<file path="src/rtl/bds_slot_ram.sv">
`timescale 1ns / 1ps
`default_nettype none
// ----------------------------------------------------------------------------
// bds_slot_ram
// Single-port byte memory holding the report slots, registered read data.
// ----------------------------------------------------------------------------
module bds_slot_ram #(
	parameter int ADDR_W = 9
) (
	input  wire logic              clk,
	input  wire logic              we,
	input  wire logic [ADDR_W-1:0] addr,
	input  wire logic [7:0]        wdata,
	output logic      [7:0]        rdata
);

	logic [7:0] mem_q [2**ADDR_W];
	logic [7:0] rdata_q;

	always_ff @(posedge clk) begin
		if (we) begin
			mem_q[addr] <= wdata;
		end
		rdata_q <= mem_q[addr];
	end

	assign rdata = rdata_q;

endmodule
`default_nettype wire

</file>
<file path="config.mk">
export PLATFORM = sky130hd
export DESIGN_NAME = bds_slot_ram
export DESIGN_NICKNAME = d
export VERILOG_FILES = /design/src/rtl/bds_slot_ram.sv
export SDC_FILE = /design/constraint.sdc
export NUM_CORES = 2
export LEC_CHECK = 0
export ABC_CLOCK_PERIOD_IN_PS = 3200
export BUFFER_PORTS_ARGS = -buffer_cell sky130_fd_sc_hd__clkbuf_2
export CORE_ASPECT_RATIO = 0.5
export CORE_UTILIZATION = 57
export DETAILED_ROUTE_END_ITERATION = 8
export PLACE_DENSITY = 0.8
export SLEW_MARGIN = 20
export SYNTH_ARGS = -nofsm -noshare
export SYNTH_HDL_FRONTEND = slang
export SYNTH_SLANG_ARGS = --single-unit
</file>
<file path="constraint.sdc">
create_clock -name clk -period 3.2 [get_ports clk]
set_input_delay 0.48 -clock clk [delete_from_list [all_inputs] [get_ports clk]]
set_output_delay 0.48 -clock clk [all_outputs]
set_load 0.005 [all_outputs]
</file>
Yosys cells after proc, flatten, opt, wreduce, memory -nomap -nowiden
Memory sizes are Yosys's and may differ from the RTL's. A register that Yosys moved wholly into a read port is not among the register bits.
Index checks and enable logic that the tools add are counted.
{ "word_totals": {"latch_bits": 0, "rom_bits": 0, "inputBits": 19, "n_memories": 1, "mem_bits_rw": 4096, "output_inout_bits": 8, "reg_bits": 0} }
{ "op_classes": {"div": 0, "multipliers": 0, "n_eq_ne": 0, "addsub": 0, "n_reduce_logical": 0, "muxes": 2, "n_shift": 0, "bitwise": 0, "magnitude_cmp": 0} }
{ "memory_table": {"columns": ["name", "depth", "word_bits", "read_ports", "rd_clocked_by_memory_dff", "write_ports", "line", "text"], "rows": [
  ["mem_q", 512, 8, 1, 1, 1, "17", "logic [7:0] mem_q [2**ADDR_W];"]
]} }
{ "ops": {"columns": ["cell", "n"], "rows": [
  ["$mux 1", 2]
]} }

Depth between registers and ports, before layout
{ "logic_depth": {"ltp_word": 2, "mapped_depth": 13, "ltp_nobuf": 7} }

Worst setup path before layout
No wires, ideal clock.
{ "synth_path": {"path_kind": "input to register", "start": "input addr[0]", "end": "memory mem_q[463][0] (enable)", "slack_ns": 0.271, "arrival_time_ns": 2.558, "stages": 10, "setup_ns": 0.370, "required_time_ns": 2.830, "path_cell_list": "buf_6 buf_12 buf_6 buf_6 buf_4 buf_2 buf_2 nand4_1 clkbuf_1 nor2_1"} }
{ "synth_lines": {"columns": ["item", "line", "text"], "rows": [
  ["start, declared", "12", "input wire logic [ADDR_W-1:0] addr,"],
  ["end, declared", "17", null]
]} }
Straight into the memory's write port.

==> flow_summary.toml <==
[cts]
clk_pin_slew_ns = 0.07
cts_inserted_buffers = 347
post_cts.repair.setup_buffers = 0
max-clock-path-buffers = 4
cts_tree = "yes"
h-tree-depth = 5
cts-root-buf = "clkbuf_16"
insertion_delay_ns = 0.92
clkSinkCount = 4104

[setup_path]
max_stage_delay_ns = 0.93
start_kind = "primary input"
crit_chain = "clkbuf_2 -> buf_4 -> nor3_1 -> and2_1 -> buf_12 -> buf_4 -> a22oi_1 -> and3_1 -> o21ai_0 -> o21ai_0 -> nand4_1"
cp_slowest_cell = "nor3_1"
cp_max_fo = 10
end_kind = "register"
crit_required_ns = 4.06
cp.arrival_ns = 4.20
worstSetupPathType = "in -> reg"

[floorplan]
start_util_pct = 57.48
row_count = 136
die-width_um = 747.4
core_mm2 = 0.2755
die_area_mm2 = 0.2801
dieHeight_um = 374.7
ios = 27

[power]
ir_worst_vdd_uv = 405.5
p_total_uw = 108200
p_clk_share_pct = 39.6
pwr-share-seq_pct = 54.7
p_sw_share_pct = 21.65
leakage_uw = 0.06101
combPwrFrac_pct = 5.7
power_density_mw_per_mm2 = 582.0
intPower_uw = 84790
power.switching_uw = 23430

[finish]
area_delta_synth_final_pct = 17.43
final_nets = 8962
layout-drive-gt1-share_pct = 31.28
nFillCells = 15540
multi_input_area_mm2 = 0.03304
regArea_mm2 = 0.1232
final_area_mm2 = 0.1860

[sta]
fin_crit_ns = 3.340
worst_pin_slew_ns = 1.286
skew_ns = 0.06787
grt_setup_unrepaired = "no"
slew-limit-headroom_pct = 13.86
finalCritPeriodShare_pct = 104.4
layout_setup_ws_ns = -0.1399
setup_tns_ns = -0.1718
setup_violations = 3
fmax_ghz = 0.2994
final_hold_viol_count = 0
drv_slew = 0

[routing]
num_vias = 91450
wl_met3_um = 85950
wl_met1_um = 151500
dr.pass1.iters = 9
routed.top_layer = "met5"
vias_per_cell = 7.086
wire_per_inst_um = 36.98
drtIter0Drc = 17970
route.met2.wl_um = 210800
final_antenna_net_count = 0
drc_errors = 1
wirelength_um = 477300

[synthesis]
ys_warn_count = 0
yosysSeqAreaShare_pct = 77.77
ys_async_sr_fraction_pct = 0
avgSynthCellArea_um2 = 20.91
ys_seq_elements = 4104
synth.area.top_cells = "edfxtp_1 78%, mux4_2 12%, mux2i_1 2.7%"
synth.top_cell.area_share_pct = 77.67
synthCells = 7575
ys.flop_type = "edfxtp_1"
synth_edf_count = 4096
synth_nets = 7594
netlist-cell-type-count = 67
syn_area_mm2 = 0.1584
synth_top_area_cell = "edfxtp_1"

[global_route]
grt.overflow.total = 0
grt_usage_pct = 33.76
grt_antenna_before_repair = 50
grt_start_max_net_pins = 131
grt_pass1_vias = 90100
grt_pass1_wl_um = 667900

[place]
dpl-instance-area_mm2 = 0.1747
place.gp.congestion = 0.9933
dpl.hpwl_um = 302600
port_buffers = 26

[status]
status = "finished, violations left"
violations = "design-rule violations, negative setup slack"

[hold_path]
worstHoldPathType = "in -> reg"

[run]
cap_violations = 0
## worst paths after layout
check                                    from            to  slack (ns)  cells after the start
worst min register to register  mem_q[115][7]      rdata[7]        0.90                      5
worst max register to register  mem_q[295][0]      rdata[0]       -0.02                      8
worst min-delay path                 wdata[4]  mem_q[37][4]        0.08                      1
worst max-delay path                  addr[6]      rdata[7]       -0.14                     11
## cells in the mapped netlist, types with 6 or more instances
cell and instances:
o211ai_1 14, edfxtp_1 4096, a22oi_1 180, o221ai_1 12, nand2_1 130, a22o_1 47
buf_4 56, o21ai_0 45, a221oi_1 91, a21oi_1 77, nand4b_1 6, nor2b_1 25
buf_2 182, mux2i_1 434, nand4_1 47, or4_1 8, nand3_1 47, and2_1 17
nor4_1 38, nor3b_1 11, a31oi_1 76, a211oi_1 36, and3_1 25, buf_1 19
a2111oi_0 6, mux4_2 816, nor2_1 548, o22ai_1 118, nor3_1 22, a32oi_1 26
clkbuf_1 196, dfxtp_1 8, mux2_2 18, buf_6 24
## area by class of cell
type,count,share of cell area (%)
Sequential cell,4104,66.23
Multi-Input combinational cell,2984,17.77
Timing Repair Buffer,1502,7.503
Clock buffer,433,4.967
Tap cell,3657,2.461
Clock inverter,193,1.022
Antenna cell,29,0.03902
Inverter,4,0.01077
## flip-flops by register name, summed over array words and instances (netlist names)
signal / flops
mem_q: 4096
rdata: 8
## power groups by stage
| stage | registers (uW) | logic [uW] | clock network (uW) |
|---|---|---|---|
| 2_1_floorplan | 60400 | 2470 | 0 |
| 3_3_place_gp | 60400 | 5630 | 0 |
| 3_5_place_dp | 60400 | 5780 | 0 |
| 4_1_cts | 59200 | 5900 | 42700 |
| 5_1_grt | 59200 | 6180 | 44600 |
| 6_report | 59200 | 6140 | 42900 |
## cells in the final DEF (no fill, tap or decap), types with 7 or more instances in the layout
cell type and instances:
nor3_1 19, dfxtp_1 8, a31oi_1 72, and2_1 16, nor3b_1 7, nand2_1 124
clkbuf_2 14, o21ai_0 45, clkinvlp_4 17, mux2i_1 433, a22oi_1 180, edfxtp_1 4096
clkinv_1 69, nor2_1 541, a32oi_1 26, buf_8 9, nand3_4 8, bufinv_16 34
a22o_1 47, a221oi_1 89, o211ai_1 14, inv_6 12, mux4_2 816, nand3_1 39
o22ai_1 118, clkbuf_16 356, and3_1 24, clkbuf_1 73, nand4_1 47, a211oi_1 36
buf_12 211, or4_1 7, clkinv_2 51, a21oi_1 77, nor4_1 34, diode_2 29
nor2b_1 19, mux2_2 18, o221ai_1 12, buf_4 1266
## cells by family (layout without fill, tap and decap cells)
logic type / count (synthesis) / count (layout) / share of synthesized area, %
AO/OA/AOI/OAI: 758 / 758 / 3.426
buffers and inverters: 487 / 2132 / 1.590
flip-flops: 4104 / 4104 / 77.77
multiplexers: 1268 / 1268 / 14.48
other: 0 / 29 / 0
AND/OR/NAND/NOR: 958 / 958 / 2.736
## timing repair
action / 4_1_cts / 5_1_grt
gates resized for setup: 6 / 6
hold buffers: 2 / 0
hold endpoints to repair: 47 / 0
endpoints found under the setup margin: 5 / 4
## stage by stage
stage	hold WS, ns	utilization, %	instances	setup WS, ns
6_report	0.07768	67.50	12910	-0.1399
5_1_grt	0.07738	67.48	12880	0.01225
4_1_cts	0.05007	67.46	12880	0.01940
3_5_place_dp	0.8750	63.40	12250	-1.114
3_3_place_gp	0.8727	63.40	12250	-1.110
2_1_floorplan	0.5789	-	7575	0.2715
## per-layer routing
metal | vias up | global-route usage, %
met2 | 9215 | 49.94
met4 | 68 | 16.20
li1 | 34490 | -
met3 | 1892 | 14.16
met1 | 45780 | 43.70
met5 | - | 0.5098
## worst max-delay path, delay by kind of cell
kind | cells | cell delay, ns
and+or+nand+nor | 4 | 1.67
AOI/OAI and AO/OA | 3 | 1.24
buffers and inverters | 4 | 0.80
Power figures use the tool's default switching activity.
