[config.mk]
export PLATFORM = sky130hd
export DESIGN_NAME = bds_ctrl
export DESIGN_NICKNAME = d
export VERILOG_FILES = /design/src/rtl/bds_pkg.sv /design/src/rtl/bds_ctrl.sv
export SDC_FILE = /design/constraint.sdc
export NUM_CORES = 1
export LEC_CHECK = 0
export BUFFER_PORTS_ARGS = -buffer_cell sky130_fd_sc_hd__buf_2
export CAP_MARGIN = 20
export CORE_MARGIN = 1.5
export CORE_UTILIZATION = 58
export CTS_BUF_LIST = sky130_fd_sc_hd__clkbuf_4 sky130_fd_sc_hd__clkbuf_8
export DETAILED_ROUTE_END_ITERATION = 8
export GPL_ROUTABILITY_DRIVEN = 0
export GPL_TIMING_DRIVEN = 0
export PLACE_DENSITY = 0.83
export SKIP_LAST_GASP = 1
export SLEW_MARGIN = 15
export SYNTH_ARGS = -nofsm -noshare
export SYNTH_HDL_FRONTEND = slang
export SYNTH_SLANG_ARGS = --single-unit
[constraint.sdc]
create_clock -name clk -period 4.1 [get_ports clk]
set_input_delay 0.205 -clock clk [delete_from_list [all_inputs] [get_ports clk]]
set_output_delay 0.205 -clock clk [all_outputs]
set_load 0.01 [all_outputs]
[src/rtl/bds_pkg.sv]
`timescale 1ns / 1ps
`default_nettype none
// ----------------------------------------------------------------------------
// bds_pkg
// Shared types and codes of the beacon report store: command and status
// codes, the captured input item and the result item.
// ----------------------------------------------------------------------------
package bds_pkg;

	localparam logic [1:0] CMD_REPORT = 2'd0;
	localparam logic [1:0] CMD_CLEAR  = 2'd1;
	localparam logic [1:0] CMD_READ   = 2'd2;
	localparam logic [1:0] CMD_RSVD   = 2'd3;

	localparam logic [2:0] STATUS_TAKEN    = 3'd0;
	localparam logic [2:0] STATUS_STORED   = 3'd1;
	localparam logic [2:0] STATUS_DUP      = 3'd2;
	localparam logic [2:0] STATUS_FULL     = 3'd3;
	localparam logic [2:0] STATUS_TOO_LONG = 3'd4;
	localparam logic [2:0] STATUS_MISMATCH = 3'd5;
	localparam logic [2:0] STATUS_CLEARED  = 3'd6;
	localparam logic [2:0] STATUS_READ     = 3'd7;

	localparam logic [31:0] ADDR_PATTERN_RST = 32'h484F574C;
	localparam logic [5:0]  POS_LIMIT        = 6'd63;
	localparam logic [5:0]  ID_LO_POS        = 6'd2;
	localparam logic [5:0]  ID_HI_POS        = 6'd3;

	typedef struct packed {
		logic [1:0]        cmd;
		logic [31:0]       peer_address_high;
		logic [7:0]        data_byte;
		logic              last_byte;
		logic signed [7:0] rssi;
		logic [3:0]        read_entry;
		logic [4:0]        read_offset;
	} item_t;

	typedef struct packed {
		logic [2:0] status;
		logic [7:0] read_byte;
		logic [4:0] entry_count;
	} result_t;

endpackage
`default_nettype wire

[src/rtl/bds_ctrl.sv]
`timescale 1ns / 1ps
`default_nettype none
// ----------------------------------------------------------------------------
// bds_ctrl
// Sequencer of the report store: byte ingest, commit checks, id scan over
// the stored slots through the one memory port, reads and clearing sweep.
// ----------------------------------------------------------------------------
module bds_ctrl #(
	parameter int SLOT_COUNT = 16,
	parameter int SLOT_BYTES = 32,
	localparam int ROW_W  = (SLOT_COUNT > 1) ? $clog2(SLOT_COUNT) : 1,
	localparam int COL_W  = $clog2(SLOT_BYTES),
	localparam int ADDR_W = ROW_W + COL_W
) (
	input  wire logic              clk,
	input  wire logic              arst_n,
	input  wire bds_pkg::item_t    item,
	input  wire logic              item_take,
	output logic                   item_ready,
	input  wire logic [31:0]       pattern,
	output bds_pkg::result_t       res,
	output logic                   res_valid,
	input  wire logic              res_ready,
	output logic                   ram_we,
	output logic      [ADDR_W-1:0] ram_addr,
	output logic      [7:0]        ram_wdata,
	input  wire logic [7:0]        ram_rdata
);

	localparam int CNT_W = $clog2(SLOT_COUNT + 1);

	typedef enum logic [3:0] {
		S_CLEAR,
		S_IDLE,
		S_BYTE,
		S_READ,
		S_READ_WAIT,
		S_SCAN_LO,
		S_SCAN_HI,
		S_SCAN_CHK,
		S_RSSI,
		S_DONE
	} state_t;

	state_t           state_q;
	bds_pkg::item_t   item_q;
	logic [ADDR_W-1:0] clr_addr_q;
	logic             clr_result_q;
	logic [CNT_W-1:0] cnt_q;
	logic [CNT_W-1:0] scan_q;
	logic [5:0]       pos_q;
	logic [7:0]       len_q;
	logic [15:0]      id_q;
	logic [7:0]       lo_q;
	logic [2:0]       status_q;
	logic [7:0]       rbyte_q;

	logic        pos_zero;
	logic [7:0]  eff_len;
	logic [15:0] id_new;
	logic        not_full;
	logic [8:0]  pos_w;
	logic [8:0]  len_w;
	logic        byte_wr;
	logic        too_long;
	logic        addr_ok;
	logic [8:0]  rd_row_w;
	logic [8:0]  rd_col_w;
	logic        rd_in_range;
	logic [8:0]  rssi_col_w;
	logic [8:0]  cnt_w;
	logic        scan_last;
	logic        id_match;

	always_comb begin
		pos_zero = (pos_q == 6'd0);
		eff_len  = pos_zero ? item_q.data_byte : len_q;
		id_new   = id_q;
		if (pos_q == bds_pkg::ID_LO_POS) begin
			id_new[7:0] = item_q.data_byte;
		end
		if (pos_q == bds_pkg::ID_HI_POS) begin
			id_new[15:8] = item_q.data_byte;
		end
		not_full    = (cnt_q < CNT_W'(SLOT_COUNT));
		pos_w       = 9'(pos_q);
		len_w       = 9'(eff_len);
		byte_wr     = not_full && (pos_w <= len_w) && (pos_w < 9'(SLOT_BYTES));
		too_long    = (10'(eff_len) + 10'd2) > 10'(SLOT_BYTES);
		addr_ok     = (item_q.peer_address_high == pattern);
		rd_row_w    = 9'(item_q.read_entry);
		rd_col_w    = 9'(item_q.read_offset);
		rd_in_range = (rd_row_w < 9'(SLOT_COUNT)) && (rd_col_w < 9'(SLOT_BYTES));
		rssi_col_w  = 9'(len_q) + 9'd1;
		cnt_w       = 9'(cnt_q);
		scan_last   = ((scan_q + CNT_W'(1)) == cnt_q);
		id_match    = ({ram_rdata, lo_q} == id_q);
	end

	// memory port control
	always_comb begin
		ram_we    = 1'b0;
		ram_addr  = '0;
		ram_wdata = 8'd0;
		unique case (state_q)
			S_CLEAR: begin
				ram_we   = 1'b1;
				ram_addr = clr_addr_q;
			end
			S_BYTE: begin
				ram_we    = addr_ok && byte_wr;
				ram_addr  = {cnt_w[ROW_W-1:0], pos_w[COL_W-1:0]};
				ram_wdata = item_q.data_byte;
			end
			S_READ: begin
				ram_addr = {rd_row_w[ROW_W-1:0], rd_col_w[COL_W-1:0]};
			end
			S_SCAN_LO: begin
				ram_addr = {scan_q[ROW_W-1:0], COL_W'(bds_pkg::ID_LO_POS)};
			end
			S_SCAN_HI: begin
				ram_addr = {scan_q[ROW_W-1:0], COL_W'(bds_pkg::ID_HI_POS)};
			end
			S_RSSI: begin
				ram_we    = 1'b1;
				ram_addr  = {cnt_w[ROW_W-1:0], rssi_col_w[COL_W-1:0]};
				ram_wdata = $unsigned(item_q.rssi);
			end
			default: begin
			end
		endcase
	end

	always_ff @(posedge clk or negedge arst_n) begin
		if (!arst_n) begin
			state_q      <= S_CLEAR;
			item_q       <= '0;
			clr_addr_q   <= '0;
			clr_result_q <= 1'b0;
			cnt_q        <= '0;
			scan_q       <= '0;
			pos_q        <= 6'd0;
			len_q        <= 8'd0;
			id_q         <= 16'd0;
			lo_q         <= 8'd0;
			status_q     <= bds_pkg::STATUS_TAKEN;
			rbyte_q      <= 8'd0;
		end else begin
			unique case (state_q)
				S_CLEAR: begin
					clr_addr_q <= clr_addr_q + ADDR_W'(1);
					if (clr_addr_q == '1) begin
						state_q      <= clr_result_q ? S_DONE : S_IDLE;
						clr_result_q <= 1'b0;
					end
				end
				S_IDLE: begin
					if (item_take) begin
						item_q  <= item;
						rbyte_q <= 8'd0;
						unique case (item.cmd) inside
							bds_pkg::CMD_REPORT: begin
								state_q <= S_BYTE;
							end
							bds_pkg::CMD_CLEAR: begin
								cnt_q        <= '0;
								pos_q        <= 6'd0;
								len_q        <= 8'd0;
								id_q         <= 16'd0;
								clr_result_q <= 1'b1;
								status_q     <= bds_pkg::STATUS_CLEARED;
								state_q      <= S_CLEAR;
							end
							bds_pkg::CMD_READ, bds_pkg::CMD_RSVD: begin
								state_q <= S_READ;
							end
						endcase
					end
				end
				S_BYTE: begin
					state_q <= S_DONE;
					if (!addr_ok) begin
						status_q <= bds_pkg::STATUS_MISMATCH;
					end else if (item_q.last_byte) begin
						pos_q <= 6'd0;
						if (too_long) begin
							status_q <= bds_pkg::STATUS_TOO_LONG;
							len_q    <= 8'd0;
							id_q     <= 16'd0;
						end else if (!not_full) begin
							status_q <= bds_pkg::STATUS_FULL;
							len_q    <= 8'd0;
							id_q     <= 16'd0;
						end else begin
							len_q  <= eff_len;
							id_q   <= id_new;
							scan_q <= '0;
							state_q <= (cnt_q == '0) ? S_RSSI : S_SCAN_LO;
						end
					end else begin
						len_q    <= eff_len;
						id_q     <= id_new;
						status_q <= bds_pkg::STATUS_TAKEN;
						if (pos_q < bds_pkg::POS_LIMIT) begin
							pos_q <= pos_q + 6'd1;
						end
					end
				end
				S_READ: begin
					status_q <= bds_pkg::STATUS_READ;
					state_q  <= rd_in_range ? S_READ_WAIT : S_DONE;
				end
				S_READ_WAIT: begin
					rbyte_q <= ram_rdata;
					state_q <= S_DONE;
				end
				S_SCAN_LO: begin
					state_q <= S_SCAN_HI;
				end
				S_SCAN_HI: begin
					lo_q    <= ram_rdata;
					state_q <= S_SCAN_CHK;
				end
				S_SCAN_CHK: begin
					if (id_match) begin
						status_q <= bds_pkg::STATUS_DUP;
						len_q    <= 8'd0;
						id_q     <= 16'd0;
						state_q  <= S_DONE;
					end else if (scan_last) begin
						state_q <= S_RSSI;
					end else begin
						scan_q  <= scan_q + CNT_W'(1);
						state_q <= S_SCAN_LO;
					end
				end
				S_RSSI: begin
					cnt_q    <= cnt_q + CNT_W'(1);
					status_q <= bds_pkg::STATUS_STORED;
					len_q    <= 8'd0;
					id_q     <= 16'd0;
					state_q  <= S_DONE;
				end
				S_DONE: begin
					if (res_ready) begin
						state_q <= S_IDLE;
					end
				end
				default: begin
					state_q <= S_IDLE;
				end
			endcase
		end
	end

	assign item_ready = (state_q == S_IDLE);
	assign res_valid  = (state_q == S_DONE);
	assign res        = '{status: status_q, read_byte: rbyte_q, entry_count: cnt_w[4:0]};

	a_cnt_bound: assert property (@(posedge clk) disable iff (!arst_n)
		cnt_q <= CNT_W'(SLOT_COUNT))
		else $error("stored count beyond slot count");

	a_scan_no_write: assert property (@(posedge clk) disable iff (!arst_n)
		(state_q == S_SCAN_LO || state_q == S_SCAN_HI || state_q == S_SCAN_CHK) |-> !ram_we)
		else $error("memory write during id scan");

	a_scan_in_range: assert property (@(posedge clk) disable iff (!arst_n)
		(state_q == S_SCAN_LO || state_q == S_SCAN_HI || state_q == S_SCAN_CHK)
		|-> (scan_q < cnt_q))
		else $error("id scan past stored entries");

	a_clear_empty: assert property (@(posedge clk) disable iff (!arst_n)
		(state_q == S_DONE && status_q == bds_pkg::STATUS_CLEARED) |-> (cnt_q == '0))
		else $error("clear result with entries left");

endmodule
`default_nettype wire

# ---- Word-level counts from Yosys, hierarchy flattened
# Cells that the tools add are included.
dict set report word_totals {
  out_inout_bits 36
  ff_bits 131
  input_bits 104
  elab_cells 150
}
dict set report classes {
  reduce_logical 26
  mux 65
  magnitude_cmp 5
  eq_ne 31
  addsub 6
}
# op n
set ops {}
lappend ops {{16-bit 2-to-1 mux} 7}
lappend ops {{8-bit 2-to-1 mux} 11}
lappend ops {{16-bit one-hot mux with 4 select lines} 1}
lappend ops {{9-bit one-hot mux with 6 select lines} 1}
lappend ops {{4-bit 2-to-1 mux} 11}
lappend ops {{5-bit 2-to-1 mux} 8}
lappend ops {{4-bit one-hot mux with 9 select lines} 1}
lappend ops {{32-bit == test} 1}
lappend ops {{8-bit one-hot mux with 2 select lines} 2}
lappend ops {{8-bit one-hot mux with 4 select lines} 1}
lappend ops {{6-bit 2-to-1 mux} 5}
lappend ops {{3-bit 2-to-1 mux} 7}
lappend ops {{5-bit one-hot mux with 2 select lines} 2}
lappend ops {{2-bit inequality test (second input constant)} 9}
lappend ops {{16-bit == test} 1}
lappend ops {{4-bit by 3-bit == test with 1-bit output (second input constant)} 4}
lappend ops {{5-bit by 1-bit adder with 5-bit output (second input constant)} 3}
lappend ops {{3-bit one-hot mux with 5 select lines} 1}
lappend ops {{5-bit AND reduction} 3}
lappend ops {{6-bit by 2-bit == test with 1-bit output (second input constant)} 2}
lappend ops {{6-bit less-than comparator (second input constant)} 2}
lappend ops {{4-bit one-hot mux with 3 select lines} 1}
lappend ops {{6-bit one-hot mux with 2 select lines} 1}
lappend ops {{2-bit nonzero test} 5}
lappend ops {{other kinds (30)} 43}

# ---- Logic depth before layout (Yosys ltp)
# Gate-level depths: netlist of run 1.
dict set report logic_depth {
  ltp_word 8
  ltp_mapped 13
  ltp_nobuf 12
}

# ---- Worst setup path before layout of run 1
# No wires, ideal clock.
dict set report synth_timing {
  kind {reg-to-reg}
  start {register pos_q[2]}
  end {register scan_q[4]}
  path_buffers 1
  synth_period_minus_slack_ns 3.663
  arrival_ns 3.537
  stages_incl_launch_ff 13
  required_ns 3.974
  setup_time_ns 0.126
  slack_ns 0.437
  path_cell_list {dfrtp_1 > buf_6 > nor4_4 > nand2_2 > mux2i_1 > inv_1 > ha_1 > or3b_2 > o2111ai_1 > o21ai_4 > or4_4 > o2bb2ai_2 > a221o_1}
}
dict set report synth_via {
  elab_chain_len 6
}
# item line
set synth_rtl {}
lappend synth_rtl {{from (decl)} bds_ctrl.sv:51} ;# logic [5:0] pos_q;
lappend synth_rtl {{from (signal assigned)} bds_ctrl.sv:205} ;# pos_q <= pos_q + 6'd1;
lappend synth_rtl {{6-bit logical NOT} bds_ctrl.sv:76} ;# pos_zero = (pos_q == 6'd0);
lappend synth_rtl {{8-bit 2-to-1 mux} bds_ctrl.sv:77} ;# eff_len = pos_zero ? item_q.data_byte : len_q;
lappend synth_rtl {{8-bit by 2-bit adder with 9-bit output} bds_ctrl.sv:89} ;# too_long = (10'(eff_len) + 10'd2) > 10'(SLOT_BYTES);
lappend synth_rtl {{9-bit by 6-bit greater-than comparator with 1-bit output} bds_ctrl.sv:89}
lappend synth_rtl {{2-bit inequality test (no line)} -}
lappend synth_rtl {{7-bit AND reduction (no line)} -}
lappend synth_rtl {{to (signal assigned)} bds_ctrl.sv:233} ;# scan_q <= scan_q + CNT_W'(1);
lappend synth_rtl {{to (decl)} bds_ctrl.sv:50} ;# logic [CNT_W-1:0] scan_q;
# No other way between the ends.
# A chain may end at the register's enable or synchronous reset.

# ---- Worst setup path after layout of run 1
# Same ends and word-level chain as after synthesis.

==> results of run 1 <==
[state kept, by name, indices dropped and copies added (netlist names)]
signal / flops
lo_q: 8
rbyte_q: 8
id_q: 16
pos_q: 6
cnt_q: 5
scan_q: 5
state_q: 4
clr_addr_q: 9
len_q: 8
clr_result_q: 1
status_q: 3
item_q: 58
[synth_stat cells, drive strengths merged (5+ instances only)]
| library cell | count | share of area (%) |
|---|---|---|
| dfrtp | 131 | 45 |
| mux2 | 73 | 11 |
| nand2 | 60 | 3.2 |
| xor2 | 42 | 5.1 |
| inv | 35 | 1.8 |
| nor2 | 31 | 1.6 |
| o21ai | 25 | 1.9 |
| xnor2 | 25 | 3.0 |
| o2bb2ai | 21 | 2.6 |
| clkbuf | 18 | 1.2 |
| nor3 | 16 | 1.1 |
| a21oi | 15 | 1.0 |
| ha | 15 | 2.6 |
| nand4 | 12 | 1.0 |
| buf | 11 | 0.93 |
| nor4 | 11 | 1.2 |
| nand3 | 10 | 0.69 |
| a22o | 8 | 0.99 |
| and4 | 8 | 1.0 |
| o22ai | 8 | 0.69 |
| a22oi | 6 | 0.62 |
| nand2b | 6 | 0.52 |
| a211oi | 5 | 0.66 |
| mux2i | 5 | 0.69 |
[what timing repair did]
item / CTS / global route
gates resized for setup: 0 / 4
setup endpoints to repair: 1 / 35
pin swaps: 1 / 1
hold endpoints to repair: 110 / 2
cloned: 0 / 0
hold buffers: 55 / 2
setup buffers: 0 / 3
[final cells by class]
class / count / area [um^2] / area share, %
buffer: 30 / 174 / 1.89
multi-input combinational: 475 / 3680 / 40.0
timing repair buffer: 200 / 1320 / 14.4
sequential: 131 / 3280 / 35.7
clock inverter: 4 / 45.0 / 0.490
tap: 168 / 210 / 2.29
clock buffer: 26 / 345 / 3.76
inverter: 35 / 131 / 1.43
[worst max-delay path: cells and delay by family (launching register included)]
| family | cells | cell delay, ns |
|---|---|---|
| muxes | 1 | 0.29 |
| AOI/OAI and AO/OA | 4 | 1.01 |
| buffers and inverters | 3 | 0.43 |
| DFF | 1 | 0.40 |
| adders and majority gates | 1 | 0.32 |
| and+or+nand+nor | 4 | 1.37 |
[per-stage QoR]
stage / std cells / instance area (um^2) / setup TNS [ns] / hold WS (ns)
CTS: 1064 / 9120 / 0 / 0.000163
global placement: 978 / 8140 / 0 / 0.437
global route: 1069 / 9180 / 0 / 0.00340
detailed placement: 979 / 8180 / -0.00789 / 0.208
finish: 1069 / 9180 / 0 / 0.0164
floorplan: 671 / 7240 / 0 / -0.0906
[layer usage]
metal	wire [um]	part of all wire, %
met1	8020	38
met2	10600	51
met5	0	0
met4	845	4.0
met3	1460	7.0
[cells in the final DEF, fill, tap and decap left out, types with 3 or more instances in the layout]
cell	synthesis	layout
a22o_1	7	7
a221oi_1	3	3
o22ai_1	8	8
inv_1	35	35
nor3b_1	3	3
nand4_1	12	12
xor2_1	42	42
nor2b_1	4	4
o2bb2ai_1	20	20
a211oi_2	2	3
clkinv_2	0	3
ha_1	15	15
mux2_2	73	73
a21oi_1	15	15
nor2_1	31	31
xnor2_1	25	25
nand2_1	58	58
buf_1	5	5
dlygate4sd3_1	0	57
nand3_1	10	10
o211ai_1	3	3
o21ai_0	24	24
a22oi_1	6	6
mux2i_1	5	3
o2111ai_1	3	3
and4_1	7	7
nor3_1	16	16
a222oi_1	4	4
nand3b_1	3	3
buf_2	3	141
or4_1	3	3
clkbuf_1	16	16
buf_4	0	3
buf_6	3	4
dfrtp_1	131	131
clkbuf_8	2	26
nand2b_1	6	6
nor4_1	10	8
[worst max-delay path by stage]
stage | endpoint | start | cells after the start
floorplan | scan_q[4]$_DFFE_PN0P_ | pos_q[2]$_DFFE_PN0P_ | 12
global placement | scan_q[4]$_DFFE_PN0P_ | pos_q[2]$_DFFE_PN0P_ | 12
detailed placement | scan_q[4]$_DFFE_PN0P_ | pos_q[2]$_DFFE_PN0P_ | 12
CTS | scan_q[4]$_DFFE_PN0P_ | pos_q[5]$_DFFE_PN0P_ | 11
global route | scan_q[4]$_DFFE_PN0P_ | pos_q[2]$_DFFE_PN0P_ | 13
finish | scan_q[4]$_DFFE_PN0P_ | pos_q[2]$_DFFE_PN0P_ | 13
[report_power, final]
part           internal (mW)  switching, mW  leakage (nW)  total, mW
clock                  0.598          0.489         0.208       1.09
combinational           1.22           1.36          2.27       2.59
sequential              1.74          0.458          1.66       2.20
total                   3.57           2.31          4.14       5.88
[cell families (layout without fill, tap and decap cells)]
group           after synthesis  after routing
buf+inv                      65            295
fa+ha+maj                    15             15
mux                          78             78
xor+xnor                     67             67
compound gates              129            129
flops                       131            131
simple gates                186            186
==> impl_metrics.ini, run 1 <==
[die]
floorplan.initialDensity_pct = 59.7
fp.dieH_um = 115
floorplan.die.width_um = 115
floorplan.die_area_um2 = 13200
ioPinCount = 140
core_area_um2 = 12100
row_count = 40

[critical_path]
crit_fanout = 7
ff2ff_path_depth = 13
worstSetupStartpointType = register
worst-setup-path-type = register to register
crit_path_end_kind = register
worstPathArrival_ns = 4.26
worst_path_largest_cell_delay_ns = 0.52
worst_r2r_startpoint = pos_q[2]$_DFFE_PN0P_
cp_slowest_cell = or4_4
r2r_slack_ns = 0.17
cp.required_ns = 4.42
critical_path.reg2reg.endpoint = scan_q[4]$_DFFE_PN0P_
critical_path.cell_chain = buf_6, nor4_4, buf_4, nand2_2, mux2i_2, inv_1, ha_1, or3b_2, o2111ai_1, o21ai_4, or4_4, o2bb2ai_2, a221o_1

[synthesis]
synthAdderAreaFrac_pct = 2.59
synth_edf_count = 0
synth_xor_xnor_area_share_pct = 8.11
yosys_warnings = 0
synth-seq-cells = 131
largest_family_of_logic_cells_by_synthesized_area = compound AO/OA/AOI/OAI gates
syn_nets = 790
most_used_dff_post_synth = dfrtp_1
synthCells = 671
synth-compound-area-share_pct = 14.0
synth_area_um2 = 7240
synth.yosys.seq_area_share_pct = 45.3
yosysUniqueCellTypes = 79
synth_area_per_cell_um2 = 10.8
post_synth_and_or_nand_nor_area_fraction_pct = 13.7
multiplexer_fraction_of_the_synthesized_cell_area_pct = 12.1
proportion_of_synthesized_flip_flops_having_asynchronous_set_or_reset_pct = 100

[detailed_routing]
drc_violations_left = 0
drt_first_iter_violations = 604
wl_um = 20900
wl_per_cell_um = 19.5
via_count = 6413
postRouteAntennaNets = 0
drtPass1Iterations = 6
vias_per_cell = 6.00

[run_status]
run_status = finished clean

[clock_tree]
tritoncts = yes
clockRootBuffer = clkbuf_8
cts-buffers-inserted = 17
clock_edge_transition_at_the_registers_on_the_reported_setup_and_hold_paths_ns = 0.07
number_of_buffers_on_the_longest_clock_path = 2
clock_latency_ns = 0.44
cts.htree.levels = 4
cts.sinks = 131

[sta]
skew_ns = 0.0136
min_period_over_period_pct = 95.9
final-setup-viol-count = 0
rsz0062_at_grt = no
fin_ws_ns = 0.166
finalCriticalPeriod_ns = 3.93
max_clock_freq_ghz = 0.254
hold_viol = 0
slew_headroom_pct = 21.4
report.final.slew_viol_count = 0
actual_transition_at_the_worst_max_transition_pin_ns = 1.17

[final_layout]
final.fill_count = 832
area_delta_synth_final_pct = 26.9
fin_nets = 1009
post_route_cells_drive_above_1_share_pct = 31.7
final_core_util_pct = 75.8
antenna_cells = 0

[placed_design]
buffer_ports.inserted = 139
dpl_worst_slack_ns = -0.00789
hpwl_um = 14000

[global_route]
use_met3_pct = 8.36
gr-usage-met1_pct = 38.6
grt_pass1_vias = 6545
grt_pass1_wl_um = 32500
number_of_antenna_violations_at_the_first_check_in_global_routing = 0
grt.met2_usage_pct = 54.8
grt_busiest_layer = met2
overflow_left_after_global_routing = 0
globalRouteTotalUtil_pct = 32.5
grt_start_max_net_pins = 76

[power]
power-per-cell-area_nw_per_um2 = 640
report.power.total_mw = 5.88
power_leakage_nw = 4.14
ir_worst_vdd_mv = 0.542

[job]
max-cap-violations = 0

[worst_hold_path]
hold_class = input pin to register
min-delay-start = item[20]
hold_end = item_q[20]$_DFFE_PN0P_
hold_path_depth = 2
Note: power is estimated with default switching activity, not from simulation.
==> run 2: changes to the inputs <==
Settings changed: ABC_AREA from default to 1, CORE_UTILIZATION 58 to 59, PLACE_DENSITY 0.83 to 0.84.
Clock period 4.1 ns to 5 ns, I/O delays scaled along.
==> run 2 against run 1 <==
  * Hold slack got worse by 0.0022 ns
  * Final area decreased by 5.0%
  * Via count increased by 0.55%
  * Final cell count increased by 11%
  * Routed wire length decreased by 13%
  * Power decreased by 16%
  * Worst setup slack improved by 1.5 ns
  * Clock skew decreased by 0.0036 ns
  * Clock-buffer cell count decreased by 3
  * Combinational power decreased by 15%
  * Critical endpoint is now ram_we
  * Largest cell class unchanged
  * Highest routed layer unchanged
==> impl_metrics.ini, run 2 <==
[run_status]
run_status = finished clean

[die]
floorplan.initialDensity_pct = 60.7
ioPinCount = 140
row_count = 40
core_area_um2 = 12100
fp.dieH_um = 114
floorplan.die_area_um2 = 13100
floorplan.die.width_um = 114

[final_layout]
post_route_cells_drive_above_1_share_pct = 25.5
final_core_util_pct = 72.4
post-route-cell-area_um2 = 8730
largest_reg_flops = 58
antenna_cells = 0
fin_nets = 1126
reg.largest.list = item_q (58), id_q (16), clr_addr_q (9)
mostFrequentLayoutCells = nand2_1, buf_2, dfrtp_1, inv_1, nor2_1
area_delta_synth_final_pct = 19.2
registers.top_by_ff_count = item_q
mostFrequentLayoutCell = nand2_1
layoutNonFillerInstCount = 1188

[clock_tree]
cts.htree.levels = 4
cts.sinks = 131
tritoncts = yes
cts-buffers-inserted = 17
clockRootBuffer = clkbuf_8
clock_edge_transition_at_the_registers_on_the_reported_setup_and_hold_paths_ns = 0.07
clock_latency_ns = 0.46
number_of_buffers_on_the_longest_clock_path = 2

[detailed_routing]
vias_per_cell = 5.43
wl_um = 18100
drc_violations_left = 0
wl_per_cell_um = 15.2
postRouteAntennaNets = 0
drt_first_iter_violations = 542
drtPass1Iterations = 5
via_count = 6448

[synthesis]
synth_area_um2 = 7320
synthCells = 847
synth_largest_type_area_fraction_pct = 44.8
netlist_top_cells_count = nand2_1, dfrtp_1, inv_1, nor2_1, o21ai_0
synth-seq-cells = 131
synth_area_per_cell_um2 = 8.64
yosys_warnings = 0
yosysUniqueCellTypes = 43
most_used_dff_post_synth = dfrtp_1
synth_top_cells_by_area = dfrtp_1, nand2_1, mux2_2
synth.yosys.seq_area_share_pct = 44.8
synth_edf_count = 0
syn_nets = 966
synth_area_leader_cell = dfrtp_1
synth.most_common_cell = nand2_1
proportion_of_synthesized_flip_flops_having_asynchronous_set_or_reset_pct = 100

[power]
power-per-cell-area_nw_per_um2 = 566
report.power.total_mw = 4.94
ir_worst_vdd_mv = 0.415
power_leakage_nw = 4.17

[sta]
actual_transition_at_the_worst_max_transition_pin_ns = 0.791
report.final.slew_viol_count = 0
max_clock_freq_ghz = 0.299
final-setup-viol-count = 0
finalCriticalPeriod_ns = 3.35
skew_ns = 0.0100
slew_headroom_pct = 47.1
timing.setup.tns_ns = 0
min_period_over_period_pct = 67.0
rsz0062_at_grt = no
hold_viol = 0

[critical_path]
worstPathArrival_ns = 3.10
cp.required_ns = 4.75
worstSetupStartpointType = register
crit_path_end_kind = output port
crit_fanout = 10
worst-setup-path-type = register to output port

[placed_design]
buffer_ports.inserted = 139
placed_area_um2 = 8260
hpwl_um = 13400
dp.cells = 1155

[global_route]
number_of_antenna_violations_at_the_first_check_in_global_routing = 0
grt_pass1_wl_um = 29700
grt_start_max_net_pins = 76
grt_pass1_vias = 6425
overflow_left_after_global_routing = 0
globalRouteTotalUtil_pct = 29.1

[worst_hold_path]
hold_class = input pin to register

[job]
max-cap-violations = 0
==> run 2: logic make-up (layout without fill, tap and decap cells) <==
group	count (synthesis)	count (layout)	synth area share (%)
flip-flops	131	131	44.8
buffers and inverters	122	295	6.63
XOR/XNOR	60	60	7.18
multiplexers	49	49	7.54
adder cells (fa/ha/maj)	15	15	2.56
AO/OA/AOI/OAI	148	148	12.3
AND/OR/NAND/NOR	322	322	19.0
==> run 2: per-stage QoR <==
stage | hold slack [ns] | setup slack (ns)
finish | 0.0142 | 1.65
global route | 0.0174 | 1.45
CTS | 0.00752 | 1.68
detailed placement | 0.247 | 2.20
global placement | 0.458 | 1.92
floorplan | -0.0456 | 2.58
==> run 2: final timing paths <==
check,start,end,slack [ns],cells past startpoint
max,pos_q[0]$_DFFE_PN0P_,ram_we,1.65,16
min,item[40],item_q[40]$_DFFE_PN0P_,0.01,2
max reg2reg,pos_q[0]$_DFFE_PN0P_,id_q[7]$_DFFE_PN0P_,2.16,16
min reg2reg,status_q[2]$_DFFE_PN0P_,status_q[2]$_DFFE_PN0P_,0.48,2
max in group asynchronous,arst_n,state_q[0]$_DFFE_PN0P_,3.93,3
min in group asynchronous,arst_n,item_q[27]$_DFFE_PN0P_,0.33,2
==> run 2: power breakdown <==
group,internal [mW],total [mW],switching [mW]
Combinational,0.899,2.19,1.29
Clock,0.613,1.03,0.413
Sequential,1.44,1.72,0.281
==> run 2: worst max-delay path, cell delays in order, from the launching register on <==
cell and delay, ns:
dfrtp_1 0.39, inv_1 0.19, ha_1 0.31, nand3_4 0.12
buf_6 0.16, o21ai_4 0.18, inv_1 0.07, ha_1 0.30
a21oi_1 0.07, o21ai_0 0.18, o2bb2ai_1 0.14, inv_1 0.05
o21ai_0 0.13, nand2_1 0.08, nand3_1 0.10, nand2_1 0.06
buf_2 0.13
==> run 2: cell type report <==
class / count / area, um^2
Fill cell: 904 / 3330
Clock inverter: 9 / 149
Tap cell: 168 / 210
Timing Repair Buffer: 141 / 739
Multi-Input combinational cell: 594 / 3560
Buffer: 25 / 121
Clock buffer: 23 / 310
Inverter: 97 / 364
Sequential cell: 131 / 3280
==> run 2: per-layer routing <==
layer / vias to the layer above / track usage, % / wire (um)
met1: 3038 / 36.0 / 7540
met4: 0 / 12.3 / 431
li1: 3112 / - / -
met2: 252 / 49.0 / 8810
met5: - / 0 / 0
met3: 46 / 6.88 / 1330
==> run 2: repair_timing <==
item	4_1_cts	5_1_grt
gates resized for setup	0	0
hold buffers	1	0
buffers inserted	0	0
hold endpoints to repair	56	0
